$ cat src/rtl/page_replacement_fifo_lru_assert.svh
// Assertion helpers, clocked on clk and disabled while rst is high.
`ifndef PAGE_REPLACEMENT_FIFO_LRU_ASSERT_SVH
`define PAGE_REPLACEMENT_FIFO_LRU_ASSERT_SVH

// a in this cycle implies b in the same cycle
`define PRFL_ASSERT_NOW(lbl, a, b) \
  lbl: assert property (@(posedge clk) disable iff (rst) (a) |-> (b)) \
    else $error("page replacement: same-cycle check failed");

// a in this cycle implies b in the next cycle
`define PRFL_ASSERT_NEXT(lbl, a, b) \
  lbl: assert property (@(posedge clk) disable iff (rst) (a) |=> (b)) \
    else $error("page replacement: next-cycle check failed");

`endif

$ cat src/rtl/prfl_pkg.sv
`timescale 1ns / 1ps
package prfl_pkg;

  localparam int SLOT_W  = 4;   // width of the slot result fields
  localparam int TOTAL_W = 32;  // width of the fault totals
  localparam int CFG_W   = 5;   // width of the frame count register

  // sequencer strobes shared by both frame sets
  typedef struct packed {
    logic clear;   // new beat taken: reset the scan results
    logic scan;    // compare the slot at the scan index
    logic commit;  // apply the replacement decision
  } prfl_ctl_t;

endpackage

$ cat src/rtl/prfl_fifo.sv
`timescale 1ns / 1ps
module prfl_fifo import prfl_pkg::*; #(
  parameter int MAX_FRAMES = 16,
  parameter int PAGE_BITS  = 16,
  localparam int IDX_W = (MAX_FRAMES > 1) ? $clog2(MAX_FRAMES) : 1,
  localparam int CNT_W = $clog2(MAX_FRAMES + 1)
) (
  input  logic                 clk,
  input  logic                 rst,
  input  prfl_ctl_t            ctl,
  input  logic [IDX_W-1:0]     idx,
  input  logic [CNT_W-1:0]     cap,
  input  logic [PAGE_BITS-1:0] page,
  output logic                 fault,
  output logic [IDX_W-1:0]     slot
);

  logic [PAGE_BITS-1:0] pages [MAX_FRAMES];
  logic [CNT_W-1:0]     filled;
  logic [IDX_W-1:0]     front;
  logic                 hit;
  logic [IDX_W-1:0]     hit_slot;

  logic [CNT_W-1:0] n;
  logic             in_range;
  logic             full;
  logic [IDX_W-1:0] evict_slot;
  logic [IDX_W-1:0] front_next;

  always_comb begin
    n          = (filled < cap) ? filled : cap;
    in_range   = CNT_W'(idx) < n;
    full       = !(filled < cap);
    evict_slot = (CNT_W'(front) < cap) ? front : '0;
    front_next = ((CNT_W'(evict_slot) + CNT_W'(1)) >= cap) ? '0 : evict_slot + IDX_W'(1);
    if (hit) begin
      slot = hit_slot;
    end else if (full) begin
      slot = evict_slot;
    end else begin
      slot = filled[IDX_W-1:0];
    end
    fault = !hit;
  end

  // one comparator, one slot per cycle; first match wins
  always_ff @(posedge clk) begin
    if (rst) begin
      hit      <= 1'b0;
      hit_slot <= '0;
    end else if (ctl.clear) begin
      hit      <= 1'b0;
      hit_slot <= '0;
    end else if (ctl.scan && in_range && !hit && (pages[idx] == page)) begin
      hit      <= 1'b1;
      hit_slot <= idx;
    end
  end

  always_ff @(posedge clk) begin
    if (rst) begin
      filled <= '0;
      front  <= '0;
    end else if (ctl.commit && !hit) begin
      if (full) begin
        front <= front_next;
      end else begin
        filled <= filled + CNT_W'(1);
      end
    end
  end

  always_ff @(posedge clk) begin
    if (ctl.commit && !hit) begin
      pages[slot] <= page;
    end
  end

endmodule

$ cat src/rtl/prfl_lru.sv
`timescale 1ns / 1ps
module prfl_lru import prfl_pkg::*; #(
  parameter int MAX_FRAMES = 16,
  parameter int PAGE_BITS  = 16,
  localparam int IDX_W = (MAX_FRAMES > 1) ? $clog2(MAX_FRAMES) : 1,
  localparam int CNT_W = $clog2(MAX_FRAMES + 1)
) (
  input  logic                 clk,
  input  logic                 rst,
  input  prfl_ctl_t            ctl,
  input  logic [IDX_W-1:0]     idx,
  input  logic [CNT_W-1:0]     cap,
  input  logic [PAGE_BITS-1:0] page,
  output logic                 fault,
  output logic [IDX_W-1:0]     slot
);

  localparam logic [IDX_W-1:0] RANK_MAX = IDX_W'(MAX_FRAMES - 1);

  logic [PAGE_BITS-1:0] pages [MAX_FRAMES];
  logic [IDX_W-1:0]     rank  [MAX_FRAMES];  // 0 = most recent
  logic [CNT_W-1:0]     filled;
  logic                 hit;
  logic [IDX_W-1:0]     hit_slot;
  logic [IDX_W-1:0]     hit_rank;
  logic [IDX_W-1:0]     best;
  logic [IDX_W-1:0]     victim;

  logic [CNT_W-1:0]      n;
  logic                  in_range;
  logic                  full;
  logic [MAX_FRAMES-1:0] age;

  always_comb begin
    n        = (filled < cap) ? filled : cap;
    in_range = CNT_W'(idx) < n;
    full     = !(filled < cap);
    if (hit) begin
      slot = hit_slot;
    end else if (full) begin
      slot = victim;
    end else begin
      slot = filled[IDX_W-1:0];
    end
    fault = !hit;
    // on a hit only slots younger than the hit one move up
    for (int i = 0; i < MAX_FRAMES; i++) begin
      age[i] = (CNT_W'(i) < n) && (IDX_W'(i) != slot) && (rank[i] != RANK_MAX) &&
               (!hit || (rank[i] < hit_rank));
    end
  end

  // shared comparator: page match and oldest-rank search in one pass
  always_ff @(posedge clk) begin
    if (rst) begin
      hit      <= 1'b0;
      hit_slot <= '0;
      hit_rank <= '0;
      best     <= '0;
      victim   <= '0;
    end else if (ctl.clear) begin
      hit      <= 1'b0;
      hit_slot <= '0;
      hit_rank <= '0;
      best     <= '0;
      victim   <= '0;
    end else if (ctl.scan && in_range) begin
      if (!hit && (pages[idx] == page)) begin
        hit      <= 1'b1;
        hit_slot <= idx;
        hit_rank <= rank[idx];
      end
      if ((idx == '0) || (rank[idx] > best)) begin
        best   <= rank[idx];
        victim <= idx;
      end
    end
  end

  always_ff @(posedge clk) begin
    if (rst) begin
      filled <= '0;
    end else if (ctl.commit && !hit && !full) begin
      filled <= filled + CNT_W'(1);
    end
  end

  always_ff @(posedge clk) begin
    if (ctl.commit) begin
      for (int i = 0; i < MAX_FRAMES; i++) begin
        if (IDX_W'(i) == slot) begin
          rank[i] <= '0;
        end else if (age[i]) begin
          rank[i] <= rank[i] + IDX_W'(1);
        end
      end
      if (!hit) begin
        pages[slot] <= page;
      end
    end
  end

endmodule

$ cat src/rtl/page_replacement_fifo_lru.sv
`timescale 1ns / 1ps
// FIFO and LRU page replacement on one reference stream.
// Input channel: page with page_valid / page_stall; a beat is taken when
//   valid is high and stall is low. Stall is high while a reference is in work.
// Output channel: result_valid / result_stall with hit/fault, slot and a
//   saturating fault total per policy. The result sits in an output register,
//   so the next page beat can be taken while a result waits for the receiver.
// Sequence: take the beat, scan the active frames one slot at a time
//   (a single comparator per set walks the slots), then commit.
// Receiver stall: commit waits until the output register is free, so the
//   set state is never updated ahead of its result.
// Config: cfg_write / cfg_data set the frame count (0 acts as 1, values above
//   MAX_FRAMES act as MAX_FRAMES); write only while the block is idle.
// Reset (rst, synchronous): sets empty, fault totals zero, frame count
//   MAX_FRAMES. No clearing pass; the block is ready the cycle after reset.
`include "page_replacement_fifo_lru_assert.svh"
module page_replacement_fifo_lru import prfl_pkg::*; #(
  parameter int MAX_FRAMES = 16,
  parameter int PAGE_BITS  = 16
) (
  input  logic                 clk,
  input  logic                 rst,
  input  logic                 page_valid,
  output logic                 page_stall,
  input  logic [PAGE_BITS-1:0] page,
  output logic                 result_valid,
  input  logic                 result_stall,
  output logic                 fifo_fault,
  output logic [SLOT_W-1:0]    fifo_slot,
  output logic                 lru_fault,
  output logic [SLOT_W-1:0]    lru_slot,
  output logic [TOTAL_W-1:0]   fifo_fault_total,
  output logic [TOTAL_W-1:0]   lru_fault_total,
  input  logic                 cfg_write,
  input  logic [CFG_W-1:0]     cfg_data
);

  localparam int IDX_W = (MAX_FRAMES > 1) ? $clog2(MAX_FRAMES) : 1;
  localparam int CNT_W = $clog2(MAX_FRAMES + 1);
  localparam int FC_W  = (CNT_W > CFG_W) ? CNT_W : CFG_W;

  localparam logic [1:0] ST_IDLE   = 2'd0;
  localparam logic [1:0] ST_SCAN   = 2'd1;
  localparam logic [1:0] ST_COMMIT = 2'd2;

  logic [1:0]           state;
  logic [IDX_W-1:0]     idx;
  logic [PAGE_BITS-1:0] page_q;
  logic [FC_W-1:0]      frames_in_use;

  logic [FC_W-1:0]  cap_wide;
  logic [CNT_W-1:0] cap;
  logic             accept;
  logic             out_free;
  logic             scan_last;
  prfl_ctl_t        ctl;

  logic                    fifo_fault_w;
  logic [IDX_W-1:0]        fifo_slot_w;
  logic                    lru_fault_w;
  logic [IDX_W-1:0]        lru_slot_w;
  logic [IDX_W+SLOT_W-1:0] fifo_slot_ext;
  logic [IDX_W+SLOT_W-1:0] lru_slot_ext;

  // active frame count, clamped to 1..MAX_FRAMES
  always_comb begin
    cap_wide = frames_in_use;
    if (cap_wide == '0) begin
      cap_wide = FC_W'(1);
    end else if (cap_wide > FC_W'(MAX_FRAMES)) begin
      cap_wide = FC_W'(MAX_FRAMES);
    end
    cap = cap_wide[CNT_W-1:0];
  end

  assign page_stall = (state != ST_IDLE);
  assign accept     = page_valid && !page_stall;
  assign out_free   = !result_valid || !result_stall;
  assign scan_last  = (CNT_W'(idx) + CNT_W'(1)) == cap;

  assign ctl.clear  = accept;
  assign ctl.scan   = (state == ST_SCAN);
  assign ctl.commit = (state == ST_COMMIT) && out_free;

  assign fifo_slot_ext = {{SLOT_W{1'b0}}, fifo_slot_w};
  assign lru_slot_ext  = {{SLOT_W{1'b0}}, lru_slot_w};

  always_ff @(posedge clk) begin
    if (rst) begin
      frames_in_use <= FC_W'(MAX_FRAMES);
    end else if (cfg_write) begin
      frames_in_use <= FC_W'(cfg_data);
    end
  end

  // sequencer: take beat, walk slots, commit
  always_ff @(posedge clk) begin
    if (rst) begin
      state <= ST_IDLE;
      idx   <= '0;
    end else begin
      unique case (state)
        ST_IDLE: begin
          if (accept) begin
            state <= ST_SCAN;
            idx   <= '0;
          end
        end
        ST_SCAN: begin
          if (scan_last) begin
            state <= ST_COMMIT;
          end else begin
            idx <= idx + IDX_W'(1);
          end
        end
        ST_COMMIT: begin
          if (out_free) begin
            state <= ST_IDLE;
          end
        end
        default: begin
          state <= ST_IDLE;
        end
      endcase
    end
  end

  always_ff @(posedge clk) begin
    if (accept) begin
      page_q <= page;
    end
  end

  prfl_fifo #(
    .MAX_FRAMES (MAX_FRAMES),
    .PAGE_BITS  (PAGE_BITS)
  ) u_fifo (
    .clk   (clk),
    .rst   (rst),
    .ctl   (ctl),
    .idx   (idx),
    .cap   (cap),
    .page  (page_q),
    .fault (fifo_fault_w),
    .slot  (fifo_slot_w)
  );

  prfl_lru #(
    .MAX_FRAMES (MAX_FRAMES),
    .PAGE_BITS  (PAGE_BITS)
  ) u_lru (
    .clk   (clk),
    .rst   (rst),
    .ctl   (ctl),
    .idx   (idx),
    .cap   (cap),
    .page  (page_q),
    .fault (lru_fault_w),
    .slot  (lru_slot_w)
  );

  // output register and saturating totals
  always_ff @(posedge clk) begin
    if (rst) begin
      result_valid     <= 1'b0;
      fifo_fault_total <= '0;
      lru_fault_total  <= '0;
    end else begin
      if (ctl.commit) begin
        result_valid <= 1'b1;
        if (fifo_fault_w && !(&fifo_fault_total)) begin
          fifo_fault_total <= fifo_fault_total + TOTAL_W'(1);
        end
        if (lru_fault_w && !(&lru_fault_total)) begin
          lru_fault_total <= lru_fault_total + TOTAL_W'(1);
        end
      end else if (result_valid && !result_stall) begin
        result_valid <= 1'b0;
      end
    end
  end

  always_ff @(posedge clk) begin
    if (ctl.commit) begin
      fifo_fault <= fifo_fault_w;
      fifo_slot  <= fifo_slot_ext[SLOT_W-1:0];
      lru_fault  <= lru_fault_w;
      lru_slot   <= lru_slot_ext[SLOT_W-1:0];
    end
  end

  // a taken beat starts the scan at slot 0
  `PRFL_ASSERT_NEXT(a_accept_starts_scan, accept, (state == ST_SCAN) && (idx == '0))
  // the scan index never walks past the active frames
  `PRFL_ASSERT_NOW(a_idx_in_range, state == ST_SCAN, CNT_W'(idx) < cap)
  // a blocked commit holds the sequencer and the pending result
  `PRFL_ASSERT_NEXT(a_commit_waits, (state == ST_COMMIT) && !out_free,
                    (state == ST_COMMIT) && result_valid)
  // totals never go backwards
  `PRFL_ASSERT_NEXT(a_totals_monotonic, 1'b1,
                    (fifo_fault_total >= $past(fifo_fault_total)) &&
                    (lru_fault_total >= $past(lru_fault_total)))

endmodule

$ cat config.mk
export PLATFORM = sky130hd
export DESIGN_NAME = page_replacement_fifo_lru
export DESIGN_NICKNAME = d
export VERILOG_FILES = /design/src/rtl/prfl_pkg.sv /design/src/rtl/prfl_fifo.sv /design/src/rtl/prfl_lru.sv /design/src/rtl/page_replacement_fifo_lru.sv
export VERILOG_INCLUDE_DIRS = /design/src /design/src/rtl
export SDC_FILE = /design/constraint.sdc
export NUM_CORES = 1
export LEC_CHECK = 0
export BUFFER_PORTS_ARGS = -buffer_cell sky130_fd_sc_hd__buf_2
export CELL_PAD_IN_SITES_DETAIL_PLACEMENT = 2
export CELL_PAD_IN_SITES_GLOBAL_PLACEMENT = 2
export CORE_MARGIN = 2
export CORE_UTILIZATION = 46
export CTS_CLUSTER_DIAMETER = 150
export CTS_CLUSTER_SIZE = 28
export DETAILED_ROUTE_END_ITERATION = 8
export GPL_TIMING_DRIVEN = 0
export PLACE_DENSITY = 0.86
export SYNTH_ARGS = -nofsm -noshare
export SYNTH_HDL_FRONTEND = slang
export SYNTH_SLANG_ARGS = --single-unit
$ cat constraint.sdc
create_clock -name clk -period 5.5 [get_ports clk]
set_input_delay 0.55 -clock clk [delete_from_list [all_inputs] [get_ports clk]]
set_output_delay 0.55 -clock clk [all_outputs]
set_load 0.1 [all_outputs]
Word-level counts from Yosys, hierarchy flattened
Memory sizes are Yosys's and may differ from the RTL's. A register that Yosys moved wholly into a read port is not among the register bits.
Index checks and enable logic that the tools add are counted.
Widths: inputs -> output; s select.
{"block": "word_totals", "regBits": 138, "n_memories": 3, "ramBits": 576, "output_inout_bits": 76, "elab_cells": 423}
{"memory": "u_fifo.pages", "depth": 16, "width": 16, "read_ports": 1, "rd_ports_with_merged_regs": 1, "write_ports": 1, "line": "prfl_fifo.sv:18", "rtl": "logic [PAGE_BITS-1:0] pages [MAX_FRAMES];"}
{"memory": "u_lru.pages", "depth": 16, "width": 16, "read_ports": 1, "rd_ports_with_merged_regs": 1, "write_ports": 1, "line": "prfl_lru.sv:20", "rtl": "logic [PAGE_BITS-1:0] pages [MAX_FRAMES];"}
{"memory": "u_lru.rank", "depth": 16, "width": 4, "read_ports": 17, "rd_ports_with_merged_regs": 1, "write_ports": 16, "line": "prfl_lru.sv:21", "rtl": "logic [IDX_W-1:0] rank [MAX_FRAMES];"}
{"block": "op_classes", "muxes": 158, "eq_ne": 55, "order_cmp": 40, "add_sub_neg": 24, "n_reduce_logical": 105, "bitwise_logic": 17}
{"cell": "$mux 4", "count": 30}
{"cell": "$mux 1", "count": 119}
{"cell": "$add 4x1->4 const B", "count": 18}
{"cell": "$add 32x1->32 const B", "count": 2}
{"cell": "$lt 4x4->1", "count": 16}
{"cell": "$ne 4x4->1 const B", "count": 16}
{"cell": "$reduce_and 32->1", "count": 2}
{"cell": "$logic_and 1x1->1", "count": 61}
{"cell": "$lt 4x5->1 const A", "count": 8}
{"cell": "$eq 16x16->1", "count": 2}
{"cell": "$eq 4x4->1 const A", "count": 8}
{"cell": "$ne 4x4->1 const A", "count": 8}
{"cell": "$lt 3x5->1 const A", "count": 4}
{"cell": "$mux 5", "count": 4}
{"cell": "$logic_or 1x1->1", "count": 18}
{"cell": "$eq 3x4->1 const A", "count": 4}
{"cell": "$ne 3x4->1 const A", "count": 4}
{"cell": "$or 1x1->1", "count": 16}
{"cell": "$lt 4x5->1", "count": 3}
{"cell": "$reduce_and 2->1", "count": 6}
{"cell": "$add 4x1->5 const B", "count": 2}
{"cell": "$add 5x1->5 const B", "count": 2}
{"cell": "$lt 1x5->1 const A", "count": 2}
{"cell": "$lt 2x5->1 const A", "count": 2}
{"cell": "24 further kinds", "count": 42}

Logic depth before layout (Yosys ltp)
Gate-level depths: netlist of run 1.
{"block": "depth", "ltp_word": 15, "mapped_depth": 18, "depth_no_buf": 16}

Cells and area by module
From an unflattened synthesis of run 1, not the netlist that was laid out.
{"block": "unflattened", "cells_unflattened": 2259, "area_unflattened_um2": 32804.0}
{"module": "prfl_lru", "area_each_um2": 16659.7, "cells_per_inst": 1141, "n_inst": 1}
{"module": "prfl_fifo", "area_each_um2": 11258.3, "cells_per_inst": 616, "n_inst": 1}
{"module": "page_replacement_fifo_lru", "area_each_um2": 4885.9, "cells_per_inst": 502, "n_inst": 1}

Worst setup path after synthesis of run 1
No wires, ideal clock.
{"block": "synth_path", "path_type": "register to register", "startpoint": "register frames_in_use[4]", "endpoint": "memory u_lru.pages[0][0] (enable)", "slack_ns": 1.077, "setup_time_ns": 0.409, "t_arrival_ns": 4.014, "synth_period_minus_slack_ns": 4.423, "stages_incl_launch_ff": 13, "cell_sequence": "dfxtp_1 clkbuf_1 nor2b_1 inv_1 ha_1 a211oi_1 o21ai_0 nor2_1 mux2i_1 o21ai_2 or2_2 clkbuf_1 nor3_1"}
{"block": "synth_via", "elab_chain_len": 6, "word_cells_on_any_way": 7, "classes_between": "order compare (2); mux (4); reduce/logical (1)"}
{"element": "start, declared", "line": "page_replacement_fifo_lru.sv:49", "rtl": "logic [FC_W-1:0] frames_in_use;"}
{"element": "start signal, assigned", "line": "page_replacement_fifo_lru.sv:90", "rtl": "frames_in_use <= FC_W'(MAX_FRAMES);"}
{"element": "start signal, assigned", "line": "page_replacement_fifo_lru.sv:92", "rtl": "frames_in_use <= FC_W'(cfg_data);"}
{"element": "$gt 5x5->1", "line": "page_replacement_fifo_lru.sv:70", "rtl": "end else if (cap_wide > FC_W'(MAX_FRAMES)) begin"}
{"element": "$mux 5", "line": "page_replacement_fifo_lru.sv:70"}
{"element": "$mux 5 (*)", "line": "page_replacement_fifo_lru.sv:68", "rtl": "if (cap_wide == '0) begin"}
{"element": "$lt 5x5->1 (*)", "line": "prfl_lru.sv:37", "rtl": "full = !(filled < cap);"}
{"element": "$mux 4 (*)", "line": "prfl_lru.sv:40", "rtl": "end else if (full) begin"}
{"element": "$mux 4 (*)", "line": "prfl_lru.sv:38", "rtl": "if (hit) begin"}
{"element": "named net lru_slot_w[0]", "line": "page_replacement_fifo_lru.sv:61", "rtl": "logic [IDX_W-1:0] lru_slot_w;"}
{"element": "end, declared", "line": "prfl_lru.sv:20"}
Mark *: on every way through the listed nets, which the timed path passes. The rest lies on a longest branch.

Worst setup path after layout of run 1
{"block": "layout_path", "startpoint": "register frames_in_use[4]", "endpoint": "memory u_fifo.pages[10][12] (enable)"}
{"block": "layout_via", "elab_chain_len": 7, "word_cells_on_any_way": 9, "classes_between": "order compare (3); mux (5); reduce/logical (1)"}
{"element": "$gt 5x5->1", "line": "page_replacement_fifo_lru.sv:70"}
{"element": "$mux 5", "line": "page_replacement_fifo_lru.sv:70"}
{"element": "$mux 5 (*)", "line": "page_replacement_fifo_lru.sv:68"}
{"element": "$lt 4x5->1", "line": "prfl_fifo.sv:34", "rtl": "evict_slot = (CNT_W'(front) < cap) ? front : '0;"}
{"element": "$mux 4", "line": "prfl_fifo.sv:34"}
{"element": "$mux 4 (*)", "line": "prfl_fifo.sv:38", "rtl": "end else if (full) begin"}
{"element": "$mux 4 (*)", "line": "prfl_fifo.sv:36", "rtl": "if (hit) begin"}
{"element": "named net fifo_slot_w[1]", "line": "page_replacement_fifo_lru.sv:59", "rtl": "logic [IDX_W-1:0] fifo_slot_w;"}
{"element": "end, declared", "line": "prfl_fifo.sv:18"}
Marked as above.

==> results summary, run 1 <==
The flow ran to the end, but the final reports show violations. The checks that failed: max-capacitance violations, max-slew violations, negative setup slack. The most critical setup path has its startpoint at frames_in_use[4]$_SDFFE_PP1P_. The CTS tree is done. At the placement stage, the worst setup path has a slack of -0.227 ns. The finished layout cell area is 35900 sq um. Cells fill 51.4% of the core in the end. The critical path is of the reg -> reg type. The pre-antenna-repair detailed-routing pass consisted of 6 iterations. STA puts the critical path data required time at 5.85 ns. The register bit count reported by yosys is 718. The number of standard-cell rows in the floorplan is 97. The multi-input combinational cells in the finished layout cover a total of 11300 sq um. Between clock sinks in the finished design, the worst skew comes to 0.0349 ns. The effective utilization at floorplan came out at 46.3%. In this run the tightest slew margin relative to its limit is -27.5%. Across the whole layout, storage elements account for 20400 sq um. The final-report hold violation count is 0. The worst register-to-register path ends at u_fifo.pages[10][12]$_DFFE_PP_. The count of endpoints failing setup in the final report came out at 18.

IR analysis of the VDD net gives a maximum drop of 0.259 mV. Global routing used 35.0% of the available tracks. The clock-pin slew on the worst setup and hold paths is 0.13 ns. The power density over the cells is 269 nW/um^2. In the routed layout, each cell is associated on average with a via count of 6.91. The cell with the largest stage delay on the worst path is sky130_fd_sc_hd__o21ai_1.

The CTS sink count is 718. Sequential cells were found to cover 63.2% of the synthesized design area. The maximum net fanout on the critical path is 10.

In this run the horizontal extent of the chip is 269 microns. The first global-routing pass estimated 179 mm of wire. The tree is rooted in a sky130_fd_sc_hd__clkbuf_16. Entering global routing, the biggest net connects 39 pins.

The placed wire-length estimate after detailed placement came out at 84.2 mm. The worst setup path is captured at a flop. Synthesis instantiated 76 different standard cells from the library. Of all flip-flops after synthesis, the portion carrying an async set or reset was 0%.

The chip height is 269 microns. In this run the worst hold path is classified as in -> reg. The placed standard-cell area is 34700 sq um. The number of hold-repair buffers added at the cts stage came out at 0. The leakage dissipation came out at 0.0120 uW. The total via count after detailed routing came out at 23100. Counting flops with a built-in enable in the synthesized netlist gives 602. In the routed design, unresolved DRC markers number 0. The final-layout setup total negative slack is -0.306 ns.

The number of cells on the worst reg-to-reg path is 13. For this run, the leading register cell type out of synthesis is sky130_fd_sc_hd__edfxtp_1. For this block, the initial DRC count from the detailed router was 3011. The slew at the pin closest to its max-slew limit is 1.86 ns. The number of slew-limit violations in the final report came out at 37.

The fraction of layout instances using a drive strength above 1 came out at 17.8%. When the netlist entered floorplanning its net count stood at 2325. The total of warnings raised by yosys came out at 0. The most critical setup path has its endpoint at u_fifo.pages[10][12]$_DFFE_PP_. The depth of the CTS H-tree came out at 1. The total grt overflow is 0. The fraction of the cycle the final worst path needs came out at 101%.

The layout filler cell count is 6352. In this run, CTS created clock tree buffers numbering 29. The clock insertion delay at the later pin of the skew report is 0.67 ns. The reg2reg setup slack is -0.04 ns.

The overall routed net length is 132 mm. At the worst endpoint, the arrival time is 5.89 ns. In this run the critical register-to-register path is launched from frames_in_use[4]$_SDFFE_PP1P_. The area growth from synthesis to layout is 11.1%.

During placement, the flow inserted port buffers numbering 99. In the final routed layout, each cell accounts on average for 39.7 microns. The maximum count of clock buffers along a single path came out at 3. The number of global-route vias before repair came out at 24300. The worst setup path is launched from a flop. The largest stage delay on the critical path is 0.67 ns. The overall die area is 72300 sq um. The signal on the critical path passes through clkbuf_2 > nor2b_1 > inv_1 > ha_1 > o2111ai_1 > inv_1 > a21boi_1 > a211oi_1 > a22oi_1 > o21ai_1 > nand3_1 > nor2_4 > buf_8. Across all setup checks in the final design, the least slack found is -0.0425 ns. Based on the critical path, the design can be clocked at up to 0.180 GHz. The average size of a mapped cell came out at 14.7 sq um. The initial antenna violation count is 3. In this run the remaining antenna-violating nets after routing total 0. The max capacitance violation total is 2.

The core region is 69800 sq um. The area of the mapped netlist is 32300 sq um. The weighted congestion reported at the end of routability-driven placement came out at 0.865. In the synthesized netlist, the number of instances is 2203. After layout, the design draws a total of 9660 uW. The cell that appears most often on the critical path is sky130_fd_sc_hd__inv_1.

The net count of the finished layout is 2507. The number of top-level design ports is 102. The shortest period the worst path allows came out at 5.54 ns.
[worst min path at each step]
stage,cells past startpoint,startpoint,slack [ns],endpoint
finish,1,page[13],0.06,page_q[13]$_DFFE_PP_
global route,1,page[7],0.05,page_q[7]$_DFFE_PP_
CTS,1,page[1],0.05,page_q[1]$_DFFE_PP_
detailed placement,2,u_lru.hit_slot[1]$_SDFFE_PP0P_,0.47,u_lru.hit_slot[1]$_SDFFE_PP0P_
global placement,2,u_lru.hit_rank[2]$_SDFFE_PP0P_,0.45,u_lru.hit_rank[2]$_SDFFE_PP0P_
floorplan,2,u_lru.hit_slot[3]$_SDFFE_PP0P_,0.44,u_lru.hit_slot[3]$_SDFFE_PP0P_
[stage by stage]
stage / hold slack (ns) / std cells
finish: 0.0595 / 3335
global route: 0.0511 / 3334
CTS: 0.0537 / 3320
detailed placement: 0.474 / 3280
global placement: 0.446 / 3242
floorplan: 0.438 / 2203
[report_power, final]
group          internal [uW]  switching [uW]  leakage [uW]
Sequential              5940             105       0.00645
Clock                    985            1800      0.000379
Combinational            275             552       0.00522
[critical path, delay by kind of cell, from the launching register on]
family	cells	cell delay (ns)
buf+inv	4	1.02
simple gates	3	1.56
compound gates	5	1.81
flops	1	0.37
fa+ha+maj	1	0.44
[final cells by class]
cell class,count,area share (%)
clock buffer,38,2.12
antenna,1,0.00698
inverter,58,0.607
sequential,718,56.9
clock inverter,2,0.0558
tap,940,3.28
buffer,92,1.43
timing repair buffer,152,3.98
multi-input combinational,1334,31.6
[state kept, by name (all words and copies together) (netlist names), 16 cells and up, named ones only]
register          count
u_fifo.pages        256
u_lru.pages         256
u_lru.rank           64
fifo_fault_total     32
lru_fault_total      32
page_q               16
[synth_stat cells, types with 7 or more instances]
cell	number	area share (%)
sky130_fd_sc_hd__xnor2_1	78	2.1
sky130_fd_sc_hd__a22oi_1	10	0.23
sky130_fd_sc_hd__nand4_1	25	0.48
sky130_fd_sc_hd__mux2_2	7	0.24
sky130_fd_sc_hd__a21o_1	30	0.70
sky130_fd_sc_hd__edfxtp_1	602	56
sky130_fd_sc_hd__mux4_2	135	9.4
sky130_fd_sc_hd__or3_1	18	0.35
sky130_fd_sc_hd__a21oi_1	69	1.1
sky130_fd_sc_hd__o2111ai_1	12	0.33
sky130_fd_sc_hd__nand2b_1	31	0.60
sky130_fd_sc_hd__dfxtp_1	116	7.2
sky130_fd_sc_hd__and4_1	10	0.27
sky130_fd_sc_hd__o21ai_0	74	1.1
sky130_fd_sc_hd__o211ai_1	14	0.33
sky130_fd_sc_hd__clkbuf_1	43	0.50
sky130_fd_sc_hd__xor2_1	62	1.7
sky130_fd_sc_hd__buf_2	26	0.40
sky130_fd_sc_hd__or4_1	8	0.19
sky130_fd_sc_hd__mux2i_1	95	2.9
sky130_fd_sc_hd__a211oi_1	11	0.26
sky130_fd_sc_hd__o21bai_1	8	0.19
sky130_fd_sc_hd__buf_4	12	0.28
sky130_fd_sc_hd__nor3_1	19	0.29
sky130_fd_sc_hd__nor2_1	208	2.4
sky130_fd_sc_hd__and3_1	19	0.37
sky130_fd_sc_hd__inv_1	54	0.63
sky130_fd_sc_hd__nand2_1	100	1.2
sky130_fd_sc_hd__buf_6	7	0.24
sky130_fd_sc_hd__nand3_1	76	1.2
sky130_fd_sc_hd__nor2b_1	18	0.35
sky130_fd_sc_hd__a31oi_1	9	0.17
sky130_fd_sc_hd__and2_1	13	0.25
sky130_fd_sc_hd__ha_1	96	3.7
[per-layer routing]
layer / wire (microns) / GRT usage (%) / vias to the layer above
li1: - / - / 8795
met1: 46800 / 41.6 / 11900
met2: 63500 / 59.7 / 1719
met3: 11900 / 6.44 / 610
met4: 10300 / 20.4 / 0
met5: 0 / 0 / -
[logic make-up (layout without fill, tap and decap cells)]
family | Yosys count | count (layout) | synth area share (%)
flip-flops | 718 | 718 | 63.2
AND/OR/NAND/NOR | 563 | 563 | 8.34
AO/OA/AOI/OAI | 297 | 297 | 6.03
multiplexers | 238 | 238 | 12.7
buffers and inverters | 151 | 342 | 2.23
XOR/XNOR | 140 | 140 | 3.80
adder cells (fa/ha/maj) | 96 | 96 | 3.72
other | 0 | 1 | 0
[layout by cell type, fill, tap and decap left out, drive strengths merged, types with 19 or more instances in the layout]
cell type	count
xnor2	78
inv	57
nand3	76
nor2	208
edfxtp	602
o21ai	75
clkbuf	81
ha	96
mux2i	95
a21o	30
and3	19
dfxtp	116
nor3	19
nand2b	31
nand4	25
a21oi	70
nand2	100
xor2	62
buf	200
mux4	136
nor2b	19
[timing repair]
action,4_1_cts,5_1_grt
setup endpoints to repair,74,307
gates resized for setup,11,14
endpoints found under the hold margin,0,0
setup buffers,0,6
pin swaps,0,3
Power figures use the tool's default switching activity.
==> run 2, diff against run 1 <==
Settings changed: ABC_AREA set to 1, CORE_UTILIZATION 46 to 41, HOLD_SLACK_MARGIN set to 0.12.
==> results summary, run 2 <==
The flow ran to the end, and the final reports show no timing, DRC or antenna violations. The sequential share of power is 53.9% (-8.7 points). The number of global-route vias before repair is 32100 (+32%). The combined area of the multi-input logic cells is 11600 sq um (+2.7%).

The global-route wire length before repair is 219 mm (+22%). The post-cts repair resize count is 0 (-11). The pin count of the biggest net entering global routing came out at 36 (-7.7%). The maximum net fanout on the critical path was 10 (unchanged). The max capacitance violation total is 0 (-2). The kind of path behind the tightest hold check is in -> reg. The clock-pin slew on the worst setup and hold paths came to 0.12 ns (about the same). The peak ir drop on the vdd network was 0.265 mV (+2.7%). The reg2reg setup slack came out at 0.59 ns (+0.63 ns). The net switching component of the power came out at 3730 uW (+52%). The combinational share of power is 20.3% (+12 points). The chip height is 291 microns (+8.3%). The cell internal power dissipation came out at 7530 uW (+4.6%). By count the netlist is led by 812 x sky130_fd_sc_hd__nand2_1, 602 x sky130_fd_sc_hd__edfxtp_1, 489 x sky130_fd_sc_hd__nor2_1.

The number of DRC violations after detailed-routing iteration 0 came to 3321 (+10%). The net count of the mapped netlist came to 3644 (+57%). The number of synthesized flops with an enable pin is 602 (unchanged). The area growth from synthesis to layout is 11.2%. The total grt overflow came out at 0 (unchanged). The count of endpoints failing setup in the final report came out at 0 (-18). The overall routed net length is 157 mm (+18%). The remaining routing DRC violations is 0 (unchanged). The storage element area came to 20400 sq um (unchanged). The largest registers in the layout are u_fifo.pages x256, u_lru.pages x256, u_lru.rank x64. The most common cell in the synthesized netlist is sky130_fd_sc_hd__nand2_1.

The register bit count reported by yosys came out at 718 (unchanged). The aggregate global-route resource usage is 35.2% (+0.25 points). Leaving out fill and tap cells, the most frequent cell in the layout is sky130_fd_sc_hd__nand2_1. The final-report hold violation count came to 0 (unchanged). The net count of the finished layout is 3833 (+53%). The width of the chip is 291 microns (+8.3%). The achievable frequency is 0.203 GHz (+13%). Sorting the synthesized cells by area gives the leading types as sky130_fd_sc_hd__edfxtp_1 53%, sky130_fd_sc_hd__nand2_1 9.0%, sky130_fd_sc_hd__dfxtp_1 6.9%. The number of nets with antenna violations after routing is 0 (unchanged).

The critical path is of the reg -> reg type. The leakage dissipation is 0.0143 uW (+19%). The met1 track demand over resource in global routing is 41.3% (-0.23 points). The standard cell core area came out at 81800 sq um (+17%).

The via density per instance is 6.25 (-9.6%). The most frequently used flop master after synthesis is sky130_fd_sc_hd__edfxtp_1. In this run the clock root is driven by a sky130_fd_sc_hd__clkbuf_16. The worst-case headroom to the max-slew limit came out at 3.53% (+31 points). The async set-reset flop share out of synthesis was 0% (unchanged). The count of buffers added by post-CTS timing repair for setup came to 0 (unchanged).

The worst hold slack was 0.160 ns (+0.100 ns). The worst setup path is captured at a flop. The fraction of layout instances using a drive strength above 1 is 8.62% (-9.1 points).

The sequential area share after synthesis came to 60.3% (-2.9 points). The final-layout setup total negative slack is 0 ns (+0.306 ns). The total via count after detailed routing was 30000 (+30%). The mean routed wirelength per cell came out at 32.6 microns (-18%). The part of the power in the clock network is 25.8% (-3.0 points). In this run the most used layer during global routing was met2.

The maximum count of clock buffers along a single path is 3 (unchanged). STA classifies the critical path startpoint as a flop. The final worst clock skew is 0.0300 ns (-0.00483 ns).

The clock insertion delay at the later pin of the skew report is 0.68 ns (about the same). The shortest period the worst path allows came out at 4.91 ns (-0.628 ns). The total of warnings raised by yosys came out at 0 (unchanged). The fraction of the cycle the final worst path needs came out at 89.4% (-11 points). The placed wire-length estimate after detailed placement came out at 105 mm (+25%). The top cell types in the final layout, fill and taps aside, are 812 x sky130_fd_sc_hd__nand2_1, 602 x sky130_fd_sc_hd__edfxtp_1, 456 x sky130_fd_sc_hd__nor2_1.

The global routing usage on met2 came out at 60.1% (+0.44 points). The first-pass detailed-route iteration total is 5 (-1). The depth of the CTS H-tree came out at 1 (unchanged). The worst-case setup margin in the final layout came out at 0.585 ns (+0.628 ns). The effective utilization at floorplan is 41.4% (-4.9 points). The largest area contributor in the netlist is sky130_fd_sc_hd__edfxtp_1. The quantity of I/O buffers inserted on ports was 100 (+1.0%). The weighted congestion reported at the end of routability-driven placement is 0.922 (+6.6%). Setup repair after global routing left no endpoint under its margin. The overall die area is 84900 sq um (+17%).

The count of mapped cells out of synthesis is 3522 (+60%). The CTS sink count is 718 (unchanged). The switching share of power came out at 33.1% (+7.7 points). The share of Yosys cell area claimed by the top area cell type came out at 53.4% (-2.6 points). The number of slew-limit violations in the final report was 0 (-100%). The power density over the cells came to 299 nW/um^2 (+11%). The area of the mapped netlist came out at 33800 sq um (+4.8%). The initial antenna violation count is 5 (+2). The endpoint arrival time on the critical path was 5.50 ns (-0.39 ns). The setup slack after placement came out at 0.931 ns (+1.16 ns). The number of standard-cell rows in the floorplan is 105 (+8.2%). The average size of a mapped cell is 9.61 sq um (-34%). The number of top-level design ports was 102 (unchanged). The required time of the critical path came out at 6.09 ns (+0.24 ns). The met3 track demand over resource was 7.08% (+0.64 points).

The layout filler cell count was 8756 (+38%). The total clock buffers created by CTS was 29 (unchanged). The number of unique standard cell types used by synthesis came out at 51 (-33%). The slew at the pin closest to its max-slew limit is 1.45 ns (-0.418 ns). TritonCTS built the clock tree.
[run 2: changes by cell type after synthesis, moves of 31 or more]
cell                       previous run  this run
sky130_fd_sc_hd__buf_2               26        62
sky130_fd_sc_hd__nor2_1             208       489
sky130_fd_sc_hd__xnor2_1             78         8
sky130_fd_sc_hd__mux2i_1             95         0
sky130_fd_sc_hd__inv_1               54       296
sky130_fd_sc_hd__nand3_1             76       316
sky130_fd_sc_hd__o21ai_0             74       179
sky130_fd_sc_hd__a21oi_1             69       127
sky130_fd_sc_hd__nor3_1              19        61
sky130_fd_sc_hd__o21ai_1              0        38
sky130_fd_sc_hd__nand2b_1            31         0
sky130_fd_sc_hd__nand2_1            100       812
sky130_fd_sc_hd__o211ai_1            14        72
sky130_fd_sc_hd__mux4_2             135         0
[run 2: kinds of logic after synthesis]
group | share of synthesized area, %
buffers and inverters | 5.70
adders and majority gates | 3.55
and+or+nand+nor | 21.4
xor gates and xnor gates | 1.04
DFF | 60.3
AOI/OAI and AO/OA | 8.03
[run 2: worst paths after layout]
path,startpoint,depth (start not counted),to
worst max-delay path,flop,18,u_lru.best[3]$_SDFFE_PP0P_
worst min-delay path,cfg_data[0],3,frames_in_use[0]$_SDFFE_PP0P_
worst max register to register,flop,18,u_lru.best[3]$_SDFFE_PP0P_
worst min register to register,u_lru.victim[1]$_SDFFE_PP0P_,2,u_lru.victim[1]$_SDFFE_PP0P_
[run 2: per-stage QoR]
stage | total power (uW) | utilization, % | area (sq um) | std cells
floorplan | 7290 | - | 33800 | 3522
global placement | 8080 | 43.6 | 35700 | 4692
detailed placement | 8270 | 44.4 | 36300 | 4718
CTS | 11000 | 45.7 | 37400 | 4794
global route | 11400 | 46.0 | 37600 | 4804
finish | 11300 | 46.0 | 37600 | 4805
[run 2: timing repair]
action	in CTS	in global routing
setup endpoints to repair	0	0
hold endpoints to repair	21	0
hold buffers	22	0
[run 2: cell type report]
cell class | count | share of cell area [%]
Antenna cell | 1 | 0.00665
Buffer | 143 | 2.09
Clock buffer | 52 | 2.16
Clock inverter | 2 | 0.0532
Inverter | 304 | 3.04
Multi-Input combinational cell | 2357 | 30.9
Sequential cell | 718 | 54.2
Tap cell | 1070 | 3.56
Timing Repair Buffer | 158 | 3.98
[run 2: metal layers]
| metal | up-vias | part of all wire [%] |
|---|---|---|
| li1 | 12300 | - |
| met4 | 6 | 6.9 |
| met2 | 1809 | 48 |
| met3 | 628 | 8.9 |
| met5 | - | 0.029 |
| met1 | 15200 | 36 |
[run 2: power by group through the flow]
stage	Combinational [uW]	Clock (uW)	Sequential, uW
CTS	2070	2850	6110
detailed placement	2030	0	6230
finish	2280	2910	6070
floorplan	1100	0	6190
global placement	1860	0	6220
global route	2350	3020	6080
[run 2: critical path, stage by stage, from the launching register on]
cell	delay [ns]
sky130_fd_sc_hd__dfxtp_1	0.64
sky130_fd_sc_hd__buf_2	0.54
sky130_fd_sc_hd__buf_4	0.40
sky130_fd_sc_hd__clkbuf_1	0.50
sky130_fd_sc_hd__buf_2	0.36
sky130_fd_sc_hd__o21ai_0	0.18
sky130_fd_sc_hd__o221ai_1	0.29
sky130_fd_sc_hd__nand3_1	0.13
sky130_fd_sc_hd__nand2_1	0.20
sky130_fd_sc_hd__ha_1	0.28
sky130_fd_sc_hd__inv_1	0.08
sky130_fd_sc_hd__nor2_1	0.04
sky130_fd_sc_hd__o21bai_1	0.13
sky130_fd_sc_hd__nand2_1	0.08
sky130_fd_sc_hd__a32o_1	0.20
sky130_fd_sc_hd__nand3_1	0.24
sky130_fd_sc_hd__buf_2	0.30
sky130_fd_sc_hd__nor2_1	0.06
sky130_fd_sc_hd__a211oi_1	0.17
